--- src/hw/rtl/fcw_pkg.sv ---
// Shared types, codes and constants for the FAT12 chain sector walker.
// No dependencies; every file but fcw_table refers to it by scoped names.
package fcw_pkg;

  localparam int CLUSTER_W = 12;
  localparam int SIZE_W    = 32;
  localparam int SECTOR_W  = 13;
  localparam int COUNT_W   = 10;
  localparam int OFFSET_W  = 13;
  localparam int BIAS_W    = 8;

  localparam logic [CLUSTER_W-1:0] EOC_MIN    = 12'hFF8;
  localparam logic [CLUSTER_W-1:0] BAD_MARK   = 12'hFF7;
  localparam logic [CLUSTER_W-1:0] FIRST_DATA = 12'd2;
  localparam logic [BIAS_W-1:0]    BIAS_RESET = 8'd31;
  localparam logic [7:0]           LO_NIB     = 8'h0F;
  localparam logic [7:0]           HI_NIB     = 8'hF0;

  typedef enum logic [1:0] {
    OP_LOAD    = 2'd0,
    OP_START   = 2'd1,
    OP_ADVANCE = 2'd2
  } op_t;

  typedef enum logic [1:0] {
    ST_OK      = 2'd0,
    ST_NOCHAIN = 2'd1,
    ST_BAD     = 2'd2
  } status_t;

  typedef enum logic [2:0] {
    S_IDLE,
    S_CHK,
    S_RD0,
    S_RD1,
    S_RD2,
    S_CNT,
    S_SEC
  } state_t;

  typedef enum logic [1:0] {
    ALU_OFF3,
    ALU_INC,
    ALU_SUBSEC,
    ALU_SECT
  } alu_op_t;

  function automatic logic [CLUSTER_W-1:0] unpack_entry(
    input logic [7:0] lo,
    input logic [7:0] hi,
    input logic       odd
  );
    logic [CLUSTER_W-1:0] ent;
    if (odd) begin
      ent = {hi, 4'((lo & HI_NIB) >> 4)};
    end else begin
      ent = {4'(hi & LO_NIB), lo};
    end
    return ent;
  endfunction

endpackage

--- src/hw/rtl/fcw_alu.sv ---
// Shared adder for the walker: entry offset, address increment,
// sector count subtract and sector number. Depends on fcw_pkg.
module fcw_alu #(
  parameter int SECTOR_BYTES = 512
) (
  input  fcw_pkg::alu_op_t                    op,
  input  logic [fcw_pkg::CLUSTER_W-1:0]       cur,
  input  logic [fcw_pkg::OFFSET_W-1:0]        off,
  input  logic [fcw_pkg::SIZE_W-1:0]          rem,
  input  logic [fcw_pkg::BIAS_W-1:0]          bias,
  output logic [fcw_pkg::SIZE_W:0]            sum
);

  logic [fcw_pkg::SIZE_W-1:0] a;
  logic [fcw_pkg::SIZE_W-1:0] b;
  logic                       cin;

  always_comb begin
    a   = '0;
    b   = '0;
    cin = 1'b0;
    case (op)
      fcw_pkg::ALU_OFF3: begin
        a = fcw_pkg::SIZE_W'(cur);
        b = fcw_pkg::SIZE_W'({cur, 1'b0});
      end
      fcw_pkg::ALU_INC: begin
        a   = fcw_pkg::SIZE_W'(off);
        cin = 1'b1;
      end
      fcw_pkg::ALU_SUBSEC: begin
        a   = rem;
        b   = ~fcw_pkg::SIZE_W'(SECTOR_BYTES);
        cin = 1'b1;
      end
      fcw_pkg::ALU_SECT: begin
        a = fcw_pkg::SIZE_W'(bias);
        b = fcw_pkg::SIZE_W'(cur);
      end
      default: begin
        a = '0;
      end
    endcase
    sum = {1'b0, a} + {1'b0, b} + (fcw_pkg::SIZE_W + 1)'(cin);
  end

endmodule

--- config.mk ---
export PLATFORM = sky130hd
export DESIGN_NAME = fcw_alu
export DESIGN_NICKNAME = d
export VERILOG_FILES = /design/src/hw/rtl/fcw_pkg.sv /design/src/hw/rtl/fcw_alu.sv
export SDC_FILE = /design/constraint.sdc
export NUM_CORES = 1
export LEC_CHECK = 0
export BUFFER_PORTS_ARGS = -buffer_cell sky130_fd_sc_hd__buf_2
export CAP_MARGIN = 0
export CORE_MARGIN = 2
export CORE_UTILIZATION = 48
export DETAILED_ROUTE_END_ITERATION = 8
export PLACE_DENSITY_LB_ADDON = 0.08
export SYNTH_ARGS = -nofsm -noshare
export SYNTH_HDL_FRONTEND = slang
export SYNTH_SLANG_ARGS = --single-unit
--- constraint.sdc ---
create_clock -name vclk -period 6.95
set_input_delay 1.39 -clock vclk [all_inputs]
set_output_delay 1.39 -clock vclk [all_outputs]
set_load 0.05 [all_outputs]
; Word level (Yosys, flattened, before mapping)
; Cells that the tools add are included.
[word_totals]
ff_bits = 0
latchBits = 0
ramBits = 0
romBits = 0
out_inout_bits = 33
elab_cells = 10
n_memories = 0
[classes]
add_sub_neg = 2
mul = 0
div = 0
n_lt_le_gt_ge = 0
n_eq_ne = 3
shift = 0
mux = 3
n_bitwise = 0
reduce_logical = 2
[op_table]
columns = op, count
row1 = $pmux 32 s4, 1
row2 = $pmux 32 s3, 1
row3 = $add 32x32->33, 1
row4 = $add 33x1->33, 1
row5 = $eq 2x2->1 const B, 2
row6 = $eq 2x1->1 const B, 1
row7 = $logic_not 2->1, 1
row8 = $reduce_or 2->1, 1
row9 = $mux 1, 1

; Logic depth before layout (Yosys ltp)
; Gate-level depths: netlist of the first run.
[depth]
depth_word = 4
depth_mapped = 16

; Worst setup path after synthesis of the first run
; No wires, ideal clock.
[synth_timing]
path_type = input to output
from = in op[1]
to = out sum[28] in the netlist's numbering
t_arrival_ns = 5.180
path_slack_ns = 0.380
stages = 15
path_cell_list = inv_1 -> ha_1 -> clkbuf_1 -> inv_1 -> clkbuf_1 -> o21ai_0 -> fa_1 -> inv_1 -> fa_1 -> a21o_1 -> a221oi_1 -> o21a_1 -> o21bai_1 -> a2111o_1 -> a21oi_1
[synth_via]
elab_chain_len = 4
[synth_lines]
columns = element, line_no
row1 = "start, declared", fcw_alu.sv:6  ; input fcw_pkg::alu_op_t op,
row2 = "$eq 2x2->1, or another cell as far along", fcw_alu.sv:22  ; case (op)
row3 = "$pmux 32 s4, or another cell as far along", fcw_alu.sv:22
row4 = $add 32x32->33 or $mux 1 (tied branches), "fcw_alu.sv:44, fcw_alu.sv:22"
row5 = $add 33x1->33 (*), fcw_alu.sv:44  ; sum = {1'b0, a} + {1'b0, b} + (fcw_pkg::SIZE_W + 1)'(cin);
row6 = "end, declared", fcw_alu.sv:11  ; output logic [fcw_pkg::SIZE_W:0] sum
; Mark *: on every way between the ends. The rest lies on a longest branch, timed or not.

; Final worst setup path of the first run
; Ends and elaborated chain as after synthesis.

==> metrics.txt, run 1 <==
Initial Util=49.3%; slowest CP cell=ha_1; nets=449; Crit. End Element=output pin; Avg Cell Area, Syn=6.59 sq um; Final GP Congestion=0.931; Seq cells=0; Leak Pwr=1.09 nW; Worst-Margin Slew=0.536 ns; Post-CTS Resized=0; Yosys cell types=47; number of diodes=0; Syn Inst Count=272; initial antenna violation count=0; routed len/inst=13.8 um; DRT Wirelength=5660 um; Die ar.=0.00424 sq mm; Core Region=0.00363 sq mm; worst-path cell chain=buf_2, inv_1, ha_1, inv_1, o21ai_0, fa_1, inv_1, fa_1, a21o_1, a221oi_1, o21a_1, o21bai_1, a2111o_1, a21oi_1, buf_2; Final Max Slew Viols=0; row count=22; VDD IR max=0.140 mV; Vias=2346; post-route worst setup slack=0.490 ns; die extent in y=65.1 um; RSZ-0062 raised after global routing=false; worst-path fanout max=18; status=finished clean; total gr overflow=0; Crit path top cell by count=inv_1; Vias/cell=5.74; PwrDens=138 mW/mm^2; Fin. Hold Viols=0; largest net degree at the start of global routing=28; total track usage=25.7%; First DRT Iteration DRCs=266; Critical Path Source Type=primary input; crit-path max cell delay=0.50 ns; Port Buffers=100; max capacitance violation total=0; layout cells sized above 1=29.6%; Critical Path AT=5.07 ns; synth warn=0; first-pass detailed-route iteration total=4; Detail Route Antenna Nets=0; setup TNS=0 ns; die width=65.1 um; vias in the first global route=2011; Syn Std Cell Area=0.00179 sq mm; Post-Syn Nets=358; CP Class=in2out; Critical Path RT=5.56 ns; Final Critical Period=6.46 ns; dpl ws=0.527 ns; Slew HR=64.0%; Final period util=92.9%; # clk buffers=0; Worst Hold Class=in2out; Seq/Total Area, Yosys=0%; total power=318 uW; Register Area=0 sq um; DRC=0; post-CTS setup buffers=0; IO Count=100; f_max=155 MHz; # setup viols final=0; fin util=63.4%; hpwl dp=4650 um; Layout area overhead=28.6%; first-pass GRT wire length=9090 um; count of hold-fix buffers inserted at cts=0
Yosys cell counts, types with 3 or more instances:
| cell | n | area (sq um) |
|---|---|---|
| nand3_1 | 3 | 15.0 |
| a22oi_1 | 5 | 37.5 |
| a21oi_1 | 27 | 135 |
| and2_1 | 3 | 18.8 |
| nand4_1 | 3 | 18.8 |
| inv_1 | 7 | 26.3 |
| clkbuf_1 | 9 | 33.8 |
| a211o_1 | 3 | 26.3 |
| a2111o_1 | 3 | 33.8 |
| xnor2_1 | 11 | 96.3 |
| nand2_1 | 26 | 97.6 |
| mux2i_1 | 3 | 30.0 |
| o31ai_1 | 5 | 37.5 |
| a31oi_1 | 4 | 25.0 |
| xor2_1 | 8 | 70.1 |
| nand2b_1 | 6 | 37.5 |
| nor2_1 | 40 | 150 |
| o21ai_0 | 17 | 85.1 |
| or4_1 | 5 | 37.5 |
| a221oi_1 | 10 | 87.6 |
| a21o_1 | 6 | 45.0 |
| a222oi_1 | 8 | 80.1 |
| nor4_1 | 4 | 25.0 |
| or3_1 | 7 | 43.8 |
| nor3_1 | 4 | 20.0 |
| ha_1 | 17 | 213 |
report_power, final:
part           switching [mW]  total (mW)  internal, mW
combinational           0.222       0.318        0.0954
clock                       0           0             0
sequential                  0           0             0
total                   0.222       0.318        0.0954
layout make-up:
type | instances | area (sq um)
fillers | 366 | 1330
inverters | 8 | 30.0
multi-input cells | 249 | 1680
well taps | 48 | 60.1
repair buffers | 104 | 531
metal layers:
metal | part of all wire (%) | GRT usage [%] | up-vias
met2 | 42 | 39.0 | 76
met3 | 7.8 | 1.54 | 0
met4 | 0 | 1.04 | 0
met5 | 0 | 0 | -
met1 | 50 | 41.4 | 1050
li1 | - | - | 1220
stage by stage:
step	hold WS, ns	cell area (sq um)	instances
floorplan	3.09	1790	272
global placement	3.20	2300	409
finish	3.20	2300	409
CTS	3.21	2300	409
detailed placement	3.21	2300	409
global route	3.23	2300	409
cell families after synthesis:
kind of cell	share of synthesized area (%)
AND/OR/NAND/NOR	30.2
AO/OA/AOI/OAI	38.7
buffers and inverters	6.08
XOR/XNOR	9.29
adder cells (fa/ha/maj)	14.1
multiplexers	1.68
worst max-delay path, delay by kind of cell:
family / cells / cell delay (ns)
buffers and inverters: 5 / 0.64
AOI/OAI and AO/OA: 7 / 1.88
adders and majority gates: 3 / 1.14
path summary, 6_finish.rpt:
kind,cells after the start,endpoint,slack [ns],from
setup / recovery,15,sum[28],0.49,op[1]
hold / removal,4,sum[21],3.20,rem[21]
cell usage in the layout (no fill, tap or decap), types with 2 or more instances in the layout:
cell type / synthesis / routed
and2_1: 3 / 3
a2111o_1: 3 / 3
a211o_1: 3 / 3
nand4_1: 3 / 3
nor4_1: 4 / 4
mux2i_1: 3 / 3
nand2b_1: 6 / 6
o21bai_1: 2 / 2
a31oi_1: 4 / 4
fa_1: 2 / 2
a21oi_1: 27 / 27
a222oi_1: 8 / 8
o21ai_0: 17 / 17
ha_1: 17 / 17
and3_1: 2 / 2
buf_2: 1 / 100
a22oi_1: 5 / 5
a221oi_1: 10 / 10
nand2_1: 26 / 26
nor3_1: 4 / 4
nor2_1: 40 / 40
inv_1: 7 / 7
nand3_1: 3 / 3
o31ai_1: 5 / 5
o21a_1: 2 / 2
buf_4: 1 / 4
xor2_1: 8 / 8
nand4b_1: 2 / 2
xnor2_1: 11 / 11
a21o_1: 6 / 6
or4_1: 5 / 5
or3_1: 7 / 7
o31a_1: 2 / 2
Note: power is estimated with default switching activity, not from simulation.
==> run 2: changes to the inputs <==
Settings changed: REMOVE_ABC_BUFFERS set to 1.
==> metrics.txt, run 2 (synthesized netlist as in run 1, its figures left out) <==
status=finished clean; filler instances=392 (+7.1%); nets=450 (+0.22%); Final GP Congestion=0.855 (-8.2%); VDD IR max=0.120 mV (-14%); Leak Pwr=1.09 nW (+0.53%); Final Critical Period=6.42 ns (-0.0417 ns); DRC=0 (unchanged); worst-path fanout max=13 (-5); Layout area overhead=29.0%; largest net degree at the start of global routing=35 (+25%); row count=22 (unchanged); Vias/cell=5.95 (+3.8%); Final Max Slew Viols=0 (unchanged); top cell family by delay on the critical path=compound AO/OA/AOI/OAI gates; commonest cells after routing, fill and taps aside=buf_2, nor2_1, a21oi_1, nand2_1; most common cell after layout, fill and taps aside=buf_2; Initial Util=49.3% (unchanged); Register Area=0 sq um (unchanged); Vias=2440 (+4.0%); total gr overflow=0 (unchanged); DRT Wirelength=5560 um (-1.7%); PwrDens=137 mW/mm^2 (-0.74%); Post-CTS Resized=0 (unchanged); die extent in y=65.1 um (unchanged); Final period util=92.3% (-0.60 points); Seq cells=0 (unchanged); number of diodes=0 (unchanged); post-CTS setup buffers=0 (unchanged); IO Count=100 (unchanged); Detail Route Antenna Nets=0 (unchanged); Critical Path Source Type=primary input; Crit. End Element=output pin; dpl ws=0.592 ns (+0.0642 ns); post-route worst setup slack=0.532 ns (+0.0417 ns); Critical Path RT=5.56 ns (about the same); Core Region=0.00363 sq mm (unchanged); die width=65.1 um (unchanged); CP Buf/Inv Count=4 (-1); # setup viols final=0 (unchanged); routed len/inst=13.6 um (-2.0%); fin util=63.6% (+0.21 points); slowest CP cell=a2111o_1; # clk buffers=0 (unchanged); first-pass GRT wire length=9310 um (+2.4%); hpwl dp=4580 um (-1.6%); Worst-Margin Slew=0.511 ns (-0.0251 ns); max capacitance violation total=0 (unchanged); first-pass detailed-route iteration total=5 (+1); Port Buffers=100 (unchanged); Slew HR=65.8% (+1.8 points); f_max=156 MHz (+0.65%); setup TNS=0 ns (unchanged); worst-path cell chain=buf_2, inv_1, ha_1, a222oi_1, nand2_1, o21ai_0, fa_1, inv_1, fa_1, a21o_1, a221oi_1, o21a_1, o21bai_1, a2111o_1, a21oi_1, buf_2; vias in the first global route=2239 (+11%); Die ar.=0.00424 sq mm (unchanged); RSZ-0062 raised after global routing=false; count of hold-fix buffers inserted at cts=0 (unchanged); layout cells sized above 1=29.8% (+0.19 points); Critical Path AT=5.03 ns (-0.04 ns); Fin. Hold Viols=0 (unchanged); First DRT Iteration DRCs=155 (-42%); total power=316 uW (-0.41%); total track usage=26.2% (+0.54 points); Worst Hold Class=in2out; crit-path max cell delay=0.43 ns (-0.07 ns); CP Class=in2out; initial antenna violation count=0 (unchanged)
[run 2: final timing paths]
kind,startpoint,endpoint,slack [ns],cells past startpoint
hold / removal,rem[25],sum[25],3.20,4
setup / recovery,op[1],sum[28],0.53,16
[run 2: tightest hold or removal path: stages]
cell,delay (ns)
buf_2,0.12
nand2_1,0.05
mux2i_1,0.05
buf_2,0.20
[run 2: power breakdown]
| part | switching (mW) | total (mW) | internal, mW |
|---|---|---|---|
| Sequential | 0 | 0 | 0 |
| Combinational | 0.221 | 0.316 | 0.0953 |
| Clock | 0 | 0 | 0 |
[run 2: cell type report]
cell class,instances,area [sq um],share of cell area [%]
multi-input combinational,249,1680,72.8
timing repair buffer,105,538,23.3
tap,48,60.1,2.60
inverter,8,30.0,1.30
[run 2: per-stage QoR]
step / hold slack (ns) / area [sq um] / std cells
3_5_place_dp: 3.20 / 2310 / 410
2_1_floorplan: 3.09 / 1710 / 257
6_report: 3.20 / 2310 / 410
4_1_cts: 3.20 / 2310 / 410
3_3_place_gp: 3.20 / 2310 / 410
5_1_grt: 3.23 / 2310 / 410
[run 2: routing by layer]
layer	GRT usage, %	vias up	wire length [um]
met5	0	-	0
met4	3.91	0	76
met3	0.342	8	322
met2	53.7	96	2960
met1	30.6	1107	2210
li1	-	1229	-
==> run 3: changes to the inputs <==
Settings changed: CORE_UTILIZATION 48 to 50, SETUP_SLACK_MARGIN set to 0.4.
Clock period 6.95 ns to 7.4 ns, I/O delays scaled along.
==> metrics.txt, run 3 (synthesized netlist as in run 1, its figures left out) <==
f_max=154 MHz; PwrDens=130 mW/mm^2 (-4.9%); min-delay src=rem[31]; CP Class=in2out; Vias/cell=5.99 (+0.57%); Final GP Congestion=0.975 (+14%); row count=21 (-4.5%); first-pass detailed-route iteration total=6 (+1); Port Buffers=100 (unchanged); die extent in y=63.9 um (-1.9%); Core Region=0.00339 sq mm (-6.7%); # setup viols final=0 (unchanged); Critical Path AT=5.03 ns (about the same); Detail Route Antenna Nets=0 (unchanged); nets=448 (-0.44%); Vias=2430 (-0.41%); Critical Path RT=5.92 ns (+0.36 ns); Worst Hold Margin=3.38 ns (+0.182 ns); Die ar.=0.00408 sq mm (-3.8%); vias in the first global route=1957 (-13%); Worst Hold Class=in2out; Worst-Margin Slew=0.502 ns (-0.00918 ns); die width=63.9 um (-1.9%); setup TNS=0 ns (unchanged); routed len/inst=13.9 um (+2.8%); DRT Wirelength=5660 um (+1.8%); initial antenna violation count=0 (unchanged); Final period util=88.0%; first-pass GRT wire length=9180 um (-1.4%); Critical Path Source Type=primary input; max capacitance violation total=0 (unchanged); status=finished clean; Layout area overhead=28.8%; hpwl dp=4620 um (+0.95%); Leak Pwr=1.08 nW (-1.2%); total gr overflow=0 (unchanged); Fin. Hold Viols=0 (unchanged); commonest cells after routing, fill and taps aside=buf_2, nor2_1, a21oi_1, nand2_1, o21ai_0; Slew HR=66.3% (+0.50 points); Final Max Slew Viols=0 (unchanged); DRC=0 (unchanged); most common cell after layout, fill and taps aside=buf_2; First DRT Iteration DRCs=288 (+86%); total power=300 uW (-5.1%); # clk buffers=0 (unchanged); VDD IR max=0.152 mV (+27%); layout cells sized above 1=30.6% (+0.72 points); Register Area=0 sq um (unchanged); number of diodes=0 (unchanged); crit path to=sum[28]; Seq cells=0 (unchanged); Initial Util=52.9% (+3.5 points); Crit. End Element=output pin; largest net degree at the start of global routing=21 (-40%); total track usage=26.6% (+0.39 points); Final Critical Period=6.51 ns; worst-path fanout max=18 (+5); IO Count=100 (unchanged); CP startpoint=op[0]; RSZ-0062 raised after global routing=false
## run 3: final cells by class
cell class,instances,area (sq um)
Fill cell,338,1080
Timing Repair Buffer,103,523
Multi-Input combinational cell,249,1700
Inverter,8,30.0
Tap cell,46,57.6
## run 3: through the flow
step                util, %  worst slack [ns]  std cells  cell area [sq um]
global placement       67.7             0.800        406               2290
detailed placement     67.7             0.698        406               2290
CTS                    67.7             0.689        406               2290
floorplan                 -             0.417        257               1710
finish                 68.1             0.889        406               2310
global route           68.1             0.514        406               2310
## run 3: routing by layer
layer | GRT usage [%] | routed length [um] | vias up
li1 | - | - | 1215
met1 | 42.8 | 2700 | 1100
met2 | 40.4 | 2440 | 111
met3 | 0.880 | 492 | 4
met4 | 1.36 | 27 | 0
met5 | 0 | 0 | -
## run 3: how the worst min path moves through the flow
stage,slack (ns),cells after the start,endpoint
after global placement,3.38,4,sum[31]
after CTS,3.39,4,sum[31]
after detailed placement,3.39,4,sum[31]
after floorplan,3.27,2,sum[15]
final,3.38,4,sum[31]
after global routing,3.42,4,sum[29]
## run 3: where the power goes
part,switching (mW),internal [mW]
Sequential,0,0
Clock,0,0
Combinational,0.210,0.0903
Total,0.210,0.0903
## run 3: repair_timing
item                       4_1_cts  5_1_grt
gates resized for setup          0        4
buffers inserted                 0        0
setup endpoints to repair        0        2
hold buffers                     0        0
## run 3: critical path, cell delays in order
cell and delay [ns]:
buf_2 0.12, inv_1 0.07, ha_2 0.29, a222oi_1 0.38, nand2_1 0.09, o21ai_0 0.13
fa_1 0.24, inv_1 0.05, fa_1 0.39, a21o_1 0.23, a221oi_2 0.30, o21a_1 0.26
o21bai_1 0.16, a2111o_1 0.42, a21oi_1 0.14, buf_2 0.27
