==> src/hw/rtl/fcw_pkg.sv <==
// Shared types, codes and constants for the FAT12 chain sector walker.
// No dependencies; every file but fcw_table refers to it by scoped names.
package fcw_pkg;

  localparam int CLUSTER_W = 12;
  localparam int SIZE_W    = 32;
  localparam int SECTOR_W  = 13;
  localparam int COUNT_W   = 10;
  localparam int OFFSET_W  = 13;
  localparam int BIAS_W    = 8;

  localparam logic [CLUSTER_W-1:0] EOC_MIN    = 12'hFF8;
  localparam logic [CLUSTER_W-1:0] BAD_MARK   = 12'hFF7;
  localparam logic [CLUSTER_W-1:0] FIRST_DATA = 12'd2;
  localparam logic [BIAS_W-1:0]    BIAS_RESET = 8'd31;
  localparam logic [7:0]           LO_NIB     = 8'h0F;
  localparam logic [7:0]           HI_NIB     = 8'hF0;

  typedef enum logic [1:0] {
    OP_LOAD    = 2'd0,
    OP_START   = 2'd1,
    OP_ADVANCE = 2'd2
  } op_t;

  typedef enum logic [1:0] {
    ST_OK      = 2'd0,
    ST_NOCHAIN = 2'd1,
    ST_BAD     = 2'd2
  } status_t;

  typedef enum logic [2:0] {
    S_IDLE,
    S_CHK,
    S_RD0,
    S_RD1,
    S_RD2,
    S_CNT,
    S_SEC
  } state_t;

  typedef enum logic [1:0] {
    ALU_OFF3,
    ALU_INC,
    ALU_SUBSEC,
    ALU_SECT
  } alu_op_t;

  function automatic logic [CLUSTER_W-1:0] unpack_entry(
    input logic [7:0] lo,
    input logic [7:0] hi,
    input logic       odd
  );
    logic [CLUSTER_W-1:0] ent;
    if (odd) begin
      ent = {hi, 4'((lo & HI_NIB) >> 4)};
    end else begin
      ent = {4'(hi & LO_NIB), lo};
    end
    return ent;
  endfunction

endpackage

==> src/hw/rtl/fcw_seq.sv <==
// Sequencer and chain state of the walker: decodes items, steps table
// reads, drives the shared adder and forms results. Depends on fcw_pkg.
module fcw_seq #(
  parameter int TABLE_BYTES  = 6144,
  parameter int SECTOR_BYTES = 512,
  parameter int AW           = 13
) (
  input  logic                            clk,
  input  logic                            rst,
  input  logic                            start,
  output logic                            busy,
  input  logic [1:0]                      operation,
  input  logic [12:0]                     table_offset,
  input  logic [7:0]                      table_byte,
  input  logic [fcw_pkg::CLUSTER_W-1:0]   first_cluster,
  input  logic [fcw_pkg::SIZE_W-1:0]      file_size,
  input  logic                            cfg_we,
  input  logic [fcw_pkg::BIAS_W-1:0]      cfg_wdata,
  output fcw_pkg::alu_op_t                alu_op,
  output logic [fcw_pkg::CLUSTER_W-1:0]   alu_cur,
  output logic [fcw_pkg::OFFSET_W-1:0]    alu_off,
  output logic [fcw_pkg::SIZE_W-1:0]      alu_rem,
  output logic [fcw_pkg::BIAS_W-1:0]      alu_bias,
  input  logic [fcw_pkg::SIZE_W:0]        alu_sum,
  output logic                            mem_we,
  output logic [AW-1:0]                   mem_addr,
  output logic [7:0]                      mem_wdata,
  input  logic [7:0]                      mem_rdata,
  output logic                            done,
  output logic [fcw_pkg::SECTOR_W-1:0]    sector,
  output logic [fcw_pkg::COUNT_W-1:0]     byte_count,
  output logic                            last,
  output logic [1:0]                      status
);

  fcw_pkg::state_t                 state, state_next;
  logic                            follow, follow_next;
  logic [fcw_pkg::CLUSTER_W-1:0]   cur, cur_next;
  logic [fcw_pkg::SIZE_W-1:0]      rem, rem_next;
  logic                            active, active_next;
  logic [fcw_pkg::BIAS_W-1:0]      bias;
  logic [fcw_pkg::OFFSET_W-1:0]    off, off_next;
  logic [7:0]                      lo, lo_next;
  logic [fcw_pkg::CLUSTER_W-1:0]   entry, entry_next;
  logic                            done_next;
  logic [fcw_pkg::SECTOR_W-1:0]    sector_next;
  logic [fcw_pkg::COUNT_W-1:0]     byte_count_next;
  logic                            last_next;
  logic [1:0]                      status_next;

  logic [fcw_pkg::OFFSET_W-1:0]    off_calc;
  logic                            bad;
  logic [fcw_pkg::CLUSTER_W-1:0]   ent_calc;
  logic [fcw_pkg::SIZE_W-1:0]      cnt_calc;
  logic [fcw_pkg::SIZE_W-1:0]      rem_calc;

  assign busy      = (state != fcw_pkg::S_IDLE);
  assign alu_cur   = cur;
  assign alu_off   = off;
  assign alu_rem   = rem;
  assign alu_bias  = bias;
  assign mem_wdata = table_byte;

  always_ff @(posedge clk) begin
    if (rst) begin
      state  <= fcw_pkg::S_IDLE;
      active <= 1'b0;
      cur    <= '0;
      rem    <= '0;
      follow <= 1'b0;
      done   <= 1'b0;
      bias   <= fcw_pkg::BIAS_RESET;
    end else begin
      state  <= state_next;
      active <= active_next;
      cur    <= cur_next;
      rem    <= rem_next;
      follow <= follow_next;
      done   <= done_next;
      if (cfg_we) begin
        bias <= cfg_wdata;
      end
    end
  end

  always_ff @(posedge clk) begin
    off        <= off_next;
    lo         <= lo_next;
    entry      <= entry_next;
    sector     <= sector_next;
    byte_count <= byte_count_next;
    last       <= last_next;
    status     <= status_next;
  end

  always_comb begin
    state_next      = state;
    follow_next     = follow;
    cur_next        = cur;
    rem_next        = rem;
    active_next     = active;
    off_next        = off;
    lo_next         = lo;
    entry_next      = entry;
    done_next       = 1'b0;
    sector_next     = sector;
    byte_count_next = byte_count;
    last_next       = last;
    status_next     = status;
    alu_op          = fcw_pkg::ALU_OFF3;
    mem_we          = 1'b0;
    mem_addr        = table_offset[AW-1:0];

    off_calc = alu_sum[fcw_pkg::OFFSET_W:1];
    bad      = (cur < fcw_pkg::FIRST_DATA) || (cur == fcw_pkg::BAD_MARK) ||
               (cur >= fcw_pkg::EOC_MIN) ||
               !(off_calc < fcw_pkg::OFFSET_W'(TABLE_BYTES - 1));
    ent_calc = fcw_pkg::unpack_entry(lo, mem_rdata, cur[0]);
    cnt_calc = alu_sum[fcw_pkg::SIZE_W] ? fcw_pkg::SIZE_W'(SECTOR_BYTES) : rem;
    rem_calc = alu_sum[fcw_pkg::SIZE_W] ? alu_sum[fcw_pkg::SIZE_W-1:0] : '0;

    case (state)
      fcw_pkg::S_IDLE: begin
        if (start) begin
          sector_next     = '0;
          byte_count_next = '0;
          last_next       = 1'b0;
          status_next     = fcw_pkg::ST_OK;
          case (operation)
            fcw_pkg::OP_LOAD: begin
              mem_we    = (table_offset < 13'(TABLE_BYTES));
              done_next = 1'b1;
            end
            fcw_pkg::OP_START: begin
              active_next = 1'b0;
              cur_next    = first_cluster;
              rem_next    = file_size;
              if (file_size == '0) begin
                last_next = 1'b1;
                done_next = 1'b1;
              end else begin
                follow_next = 1'b0;
                state_next  = fcw_pkg::S_CHK;
              end
            end
            fcw_pkg::OP_ADVANCE: begin
              if (!active) begin
                status_next = fcw_pkg::ST_NOCHAIN;
                done_next   = 1'b1;
              end else begin
                follow_next = 1'b1;
                state_next  = fcw_pkg::S_CHK;
              end
            end
            default: begin
              done_next = 1'b1;
            end
          endcase
        end
      end
      fcw_pkg::S_CHK: begin
        alu_op   = fcw_pkg::ALU_OFF3;
        off_next = off_calc;
        if (bad) begin
          active_next     = 1'b0;
          sector_next     = '0;
          byte_count_next = '0;
          last_next       = 1'b0;
          status_next     = fcw_pkg::ST_BAD;
          done_next       = 1'b1;
          state_next      = fcw_pkg::S_IDLE;
        end else begin
          state_next = fcw_pkg::S_RD0;
        end
      end
      fcw_pkg::S_RD0: begin
        mem_addr   = off[AW-1:0];
        state_next = fcw_pkg::S_RD1;
      end
      fcw_pkg::S_RD1: begin
        alu_op     = fcw_pkg::ALU_INC;
        mem_addr   = alu_sum[AW-1:0];
        lo_next    = mem_rdata;
        state_next = fcw_pkg::S_RD2;
      end
      fcw_pkg::S_RD2: begin
        entry_next = ent_calc;
        if (follow) begin
          cur_next    = ent_calc;
          follow_next = 1'b0;
          state_next  = fcw_pkg::S_CHK;
        end else begin
          state_next = fcw_pkg::S_CNT;
        end
      end
      fcw_pkg::S_CNT: begin
        alu_op          = fcw_pkg::ALU_SUBSEC;
        rem_next        = rem_calc;
        byte_count_next = cnt_calc[fcw_pkg::COUNT_W-1:0];
        last_next       = (rem_calc == '0) || (entry >= fcw_pkg::EOC_MIN);
        state_next      = fcw_pkg::S_SEC;
      end
      fcw_pkg::S_SEC: begin
        alu_op      = fcw_pkg::ALU_SECT;
        sector_next = alu_sum[fcw_pkg::SECTOR_W-1:0];
        status_next = fcw_pkg::ST_OK;
        active_next = !last;
        done_next   = 1'b1;
        state_next  = fcw_pkg::S_IDLE;
      end
      default: begin
        state_next = fcw_pkg::S_IDLE;
      end
    endcase
  end

endmodule
==> config.mk <==
export PLATFORM = sky130hd
export DESIGN_NAME = fcw_seq
export DESIGN_NICKNAME = d
export VERILOG_FILES = /design/src/hw/rtl/fcw_pkg.sv /design/src/hw/rtl/fcw_seq.sv
export SDC_FILE = /design/constraint.sdc
export NUM_CORES = 1
export LEC_CHECK = 0
export ABC_AREA = 1
export BUFFER_PORTS_ARGS = -buffer_cell sky130_fd_sc_hd__buf_2
export CAP_MARGIN = 30
export CORE_ASPECT_RATIO = 1.4
export CORE_MARGIN = 5
export CORE_UTILIZATION = 30
export DETAILED_ROUTE_END_ITERATION = 7
export PLACE_DENSITY = 0.57
export SYNTH_ARGS = -nofsm -noshare
export SYNTH_HDL_FRONTEND = slang
export SYNTH_SLANG_ARGS = --single-unit
==> constraint.sdc <==
create_clock -name clk -period 4.61 [get_ports clk]
set_clock_uncertainty 0.05 [all_clocks]
set_input_delay 0 -clock clk [delete_from_list [all_inputs] [get_ports clk]]
set_output_delay 0 -clock clk [all_outputs]
set_load 0.02 [all_outputs]
## Yosys cells after proc, flatten, opt, wreduce, memory -nomap -nowiden

Index checks and enable logic that the tools add are counted.

| cells by class | value |
|---|---|
| $lt $le $gt $ge | 5 |
| equality and inequality tests | 16 |
| mux-type cells | 51 |
| reductions and logical operators | 22 |

Operators with widths:

| operator | count |
|---|---|
| $mux W32 | 3 |
| $logic_not A32 Y1 | 2 |
| $pmux W32 S2 | 1 |
| $mux W12 | 4 |
| $pmux W13 S3 | 1 |
| $mux W10 | 3 |
| $pmux W10 S3 | 1 |
| $lt A13 B13 Y1 const B | 2 |
| $mux W13 | 2 |
| $pmux W13 S2 | 1 |
| $ge A12 B12 Y1 const B | 2 |
| $pmux W12 S2 | 1 |
| $pmux W3 S6 | 1 |
| $mux W1 | 17 |
| $eq A12 B12 Y1 const B | 1 |
| $lt A12 B2 Y1 const B | 1 |
| $mux W3 | 4 |
| $pmux W2 S3 | 2 |
| $reduce_and A4 Y1 | 3 |
| $eq A3 B3 Y1 const B | 3 |
| $pmux W1 S3 | 3 |
| $reduce_and A3 Y1 | 3 |
| $reduce_bool A3 Y1 | 3 |
| $eq A3 B2 Y1 const B | 2 |
| 16 further kinds | 28 |

| word-level totals | value |
|---|---|
| bits in registers | 117 |
| input port bits | 120 |
| output and inout port bits | 117 |
| logic and storage cells | 108 |

## Logic depth before layout (Yosys ltp)

| depth | value |
|---|---|
| depth in word-level cells | 6 |
| mapped depth | 11 |
| mapped depth without buffers | 11 |

## Worst setup path after synthesis

Ideal clock, no wire load.

| path | value |
|---|---|
| path kind | reg2reg |
| start | reg state[1] |
| end | reg sector[0] in the netlist's numbering (enable) |
| arrival | 1.758 ns |
| required time | 4.250 ns |
| slack | 2.492 ns |
| stages on the path, launching flop included | 7 |
| buffers on the path | 0 |
| period minus slack after synthesis | 2.118 ns |
| cells stage by stage | dfxtp_1 -> nor2_1 -> inv_1 -> nor2_1 -> nand3_1 -> nand3_1 -> inv_1 |

| between the ends | value |
|---|---|
| cells in the longest elaborated chain, start to end | 3 |
| elaborated cells between the ends (all ways) | 7 |
| classes of those cells | 4 x eq/ne; 3 x reduce/logical |

Ends and longest elaborated chain:

| element | line | RTL |
|---|---|---|
| start: declaration | fcw_seq.sv:36 | `fcw_pkg::state_t state, state_next;` |
| start signal: assignment | fcw_seq.sv:66 | `state <= fcw_pkg::S_IDLE;` |
| start signal: assignment | fcw_seq.sv:74 | `state <= state_next;` |
| $eq A3 B1 Y1 (tied with other cells) | fcw_seq.sv:122 | `case (state)` |
| $ne A2 B2 Y1 (no source line) / $reduce_bool A3 Y1 (equally long branches) | n/a |  |
| $reduce_and A3 Y1 (no source line) * | n/a |  |
| end signal: assignment | fcw_seq.sv:90 | `sector <= sector_next;` |
| end: declaration | fcw_seq.sv:30 | `output logic [fcw_pkg::SECTOR_W-1:0] sector,` |

Mark *: on every way between the ends. The rest lies on a longest branch, timed or not.
A chain may end at the register's enable or synchronous reset.

## Worst setup path after layout

| path | value |
|---|---|
| start | reg state[1] |
| end | out mem_addr[8] |

| between the ends | value |
|---|---|
| cells in the longest elaborated chain, start to end | 2 |
| elaborated cells between the ends (all ways) | 3 |
| classes of those cells | 2 x eq/ne; 1 x mux |

Ends and longest elaborated chain:

| element | line | RTL |
|---|---|---|
| $eq A3 B2 Y1 | fcw_seq.sv:122 |  |
| $pmux W13 S2 * | fcw_seq.sv:122 |  |
| end: declaration | fcw_seq.sv:26 | `output logic [AW-1:0] mem_addr,` |

Marks and branches as above.

==> summary.json <==
{
  "status": {"value": "complete, no violations"},
  "synth_cell_types": {"value": 33},
  "critical_path_arrival": {"value": 2940, "unit": "ps"},
  "postSynthCellCount": {"value": 687},
  "synth.largest_area_cell": {"value": "edfxtp_1"},
  "grt_start_max_net_pins": {"value": 65},
  "max_slew.worst_pin.slew": {"value": 794, "unit": "ps"},
  "path_buf_inv": {"value": 4},
  "drt-vias-per-instance": {"value": 4.71},
  "via_count": {"value": 5904},
  "first_pass_grt_wire_length": {"value": 31.2, "unit": "mm"},
  "die-width": {"value": 125, "unit": "um"},
  "min_to": {"value": "done"},
  "stdcell_area": {"value": 8430, "unit": "um2"},
  "synthTopCellsByArea": {"value": "edfxtp_1 30%, dfxtp_1 21%, nand2_1 9.5%"},
  "worstPathMaxFanout": {"value": 15},
  "grt.overflow.total": {"value": 0},
  "final_max_slew_viol_count": {"value": 0},
  "insertion_delay": {"value": 420, "unit": "ps"},
  "start_kind": {"value": "register"},
  "post_placement_cell_area": {"value": 6720, "unit": "um2"},
  "syn_nets": {"value": 810},
  "post-route-drc-count": {"value": 0},
  "grt_setup_unrepaired": {"value": "no"},
  "wirelength": {"value": 20.1, "unit": "mm"},
  "hold_depth": {"value": 6},
  "syn_to_final_growth": {"value": 52.7, "unit": "%"},
  "cp_slowest_stage_delay": {"value": 690, "unit": "ps"},
  "ff2ff_setup_slack": {"value": 1710, "unit": "ps"},
  "antenna_found_initial": {"value": 2},
  "fraction_of_the_yosys_area_taken_by_sequential_cells": {"value": 51.5, "unit": "%"},
  "layout_min_cycle_time": {"value": 2990, "unit": "ps"},
  "final_antenna_net_count": {"value": 0},
  "grtUsageTotal": {"value": 18.6, "unit": "%"},
  "slew_headroom": {"value": 46.9, "unit": "%"},
  "timing.final.crit_share": {"value": 64.9, "unit": "%"},
  "fin_nets": {"value": 1122},
  "max_cap_viol_count": {"value": 0},
  "initial_core_utilization": {"value": 30.5, "unit": "%"},
  "placement_row_count": {"value": 58},
  "grt_pass1_vias": {"value": 6001},
  "tritoncts": {"value": "yes"},
  "crit_path_cell_trace": {"value": "inv_1 -> nor2_1 -> inv_1 -> nor2_1 -> inv_1 -> o211ai_1 -> buf_2"},
  "cts_buffers": {"value": 17},
  "synth.avg_cell_area": {"value": 8.04, "unit": "um2"},
  "critPathCaptureType": {"value": "primary output"},
  "top_level_ports": {"value": 237},
  "vdd_ir_drop_max": {"value": 0.000178, "unit": "V"},
  "power_leakage": {"value": 3.89, "unit": "nW"},
  "postSynth.topFlopCell": {"value": "dfxtp_1"},
  "root_buffer": {"value": "clkbuf_16"},
  "reg2reg_depth": {"value": 11},
  "final-hold-violation-count": {"value": 0},
  "clk_transition_reported_paths": {"value": 60, "unit": "ps"},
  "drt_iter0_drc": {"value": 380},
  "synth.top_cell.area_share": {"value": 30.5, "unit": "%"},
  "finalSetupViolCount": {"value": 0},
  "critPathSlowestCell": {"value": "nor2_1"},
  "clkSinkCount": {"value": 114},
  "fp.coreArea": {"value": 18100, "unit": "um2"},
  "crit_top_cell": {"value": "inv_1"},
  "netlist_area_before_placement": {"value": 5520, "unit": "um2"},
  "die_y": {"value": 171, "unit": "um"},
  "synth_enable_flop_cells": {"value": 56},
  "cts_max_path_buffers": {"value": 2},
  "port_bufs": {"value": 220},
  "timing.hold.worst.class": {"value": "in -> reg"},
  "critPathRequiredTime": {"value": 4560, "unit": "ps"},
  "wl_per_cell": {"value": 16.0, "unit": "um"},
  "layout-drive-gt1-share": {"value": 27.4, "unit": "%"},
  "share_of_flip_flops_with_an_asynchronous_set_or_reset_after_synthesis": {"value": 0, "unit": "%"},
  "detailed_place_hpwl": {"value": 14.4, "unit": "mm"},
  "ctsHtreeMaxLevel": {"value": 4},
  "timing.setup.critical_path_class": {"value": "reg -> out"},
  "worst_reg2reg_endpoint": {"value": "alu_rem[20]"},
  "die-area": {"value": 21300, "unit": "um2"},
  "hold_path.startpoint": {"value": "operation[1]"},
  "ys_seq_elements": {"value": 114},
  "postCtsSetupBuffers": {"value": 0},
  "timing.critical_path.max_delay_family": {"value": "buffers and inverters"},
  "timing_limited_maximum_frequency": {"value": 334, "unit": "MHz"},
  "worst_r2r_startpoint": {"value": "state[0]"},
  "yosys_warnings": {"value": 0},
  "resized_cells_post_cts": {"value": 0},
  "gp_routability_congestion": {"value": 0.890},
  "summed_negative_setup_slack_over_all_endpoints": {"value": 0, "unit": "ps"},
  "drt_first_pass_iters": {"value": 4},
  "pwr_density_cell": {"value": 392, "unit": "nW/um2"}
}
logic make-up (layout without fill, tap and decap cells):
family,after synthesis,in the layout,share of synthesized area [%]
AND/OR/NAND/NOR,311,311,23.6
AO/OA/AOI/OAI,148,148,14.8
flip-flops,114,114,51.5
other,0,1,0
adder cells (fa/ha/maj),3,3,0.680
buffers and inverters,107,432,8.61
multiplexers,4,4,0.816
cell type report:
| class | instances | area (um2) |
|---|---|---|
| fillers | 1820 | 9640 |
| inverters | 67 | 256 |
| clock buffers | 17 | 425 |
| multi-input cells | 466 | 2200 |
| diodes | 1 | 2.50 |
| repair buffers | 333 | 2220 |
| well taps | 240 | 300 |
| clock inverters | 15 | 174 |
| flip-flops and latches | 114 | 2840 |
cells in the mapped netlist, types with 2 or more instances:
cell type  count
nor2_1       102
nor2_2         2
inv_2          7
buf_2         10
o21ai_0       26
inv_4          2
ha_1           3
mux2_2         4
buf_6          3
dfxtp_1       58
nor3_1         9
edfxtp_1      56
nand4_1       10
a31oi_1       29
nand2_1      140
buf_4          9
clkbuf_1      17
a22oi_1        2
a21oi_1       42
inv_1         58
nand2_2        3
o211ai_1      11
o21ai_1       35
nand3_1       40
routing by layer:
metal  part of all wire (%)  up-vias  track usage [%]
met4                    2.5        2             7.15
met5                  0.065        -                0
li1                       -     2939                -
met3                    6.6       34             5.62
met2                     53      222             34.6
met1                     38     2707             19.8
cells in the final DEF, fill, tap and decap left out, drive strengths merged, types with 2 or more instances in the layout:
cell type / instances
a22oi: 2
edfxtp: 56
clkinv: 6
o21ai: 62
ha: 3
bufinv: 2
buf: 223
a21oi: 42
nor3: 10
nand4: 10
nand3: 40
o211ai: 11
inv: 73
a31oi: 29
dlygate4sd3: 110
mux2: 4
dfxtp: 58
clkbuf: 17
nand2: 143
nor2: 106
per-stage QoR:
stage	power, mW	setup WS, ps	hold WS [ps]	instances	utilization (%)
finish	3.30	1620	85.7	1253	46.6
global route	3.47	1310	137	1253	46.6
CTS	3.33	1560	77.6	1251	46.6
detailed placement	1.90	2030	-49.9	1109	37.2
global placement	1.90	2140	-49.9	1109	37.2
floorplan	1.66	2490	19.1	687	-
worst reg2reg max path, delay by kind of cell, from the launching register on:
| family | cells | cell delay (ps) |
|---|---|---|
| AO/OA/AOI/OAI | 2 | 330 |
| buffers and inverters | 5 | 1470 |
| flip-flops | 1 | 410 |
| AND/OR/NAND/NOR | 4 | 580 |
power breakdown:
group / switching [mW] / internal, mW
Sequential: 0.0618 / 1.18
Clock: 0.522 / 0.811
Combinational: 0.455 / 0.270
sequential cells by signal (all words and copies together) (netlist names):
signal,flops
alu_rem,32
alu_off,13
sector,13
alu_cur,12
byte_count,10
entry,9
alu_bias,8
lo,8
state,3
status,2
active,1
done,1
follow,1
last,1
how the worst max path moves through the flow:
stage,startpoint,endpoint,slack [ps],cells past startpoint
floorplan,state[1],sector[0],2490,6
global placement,state[1],mem_addr[6],2140,7
detailed placement,state[1],mem_addr[8],2030,7
CTS,state[1],mem_addr[8],1560,7
global route,state[1],mem_addr[9],1310,7
finish,state[1],mem_addr[8],1620,7
what timing repair did:
| action | CTS | global route |
|---|---|---|
| setup endpoints to repair | 0 | 0 |
| hold buffers | 110 | 0 |
| endpoints found under the hold margin | 105 | 0 |
(Power assumes the default switching activity.)
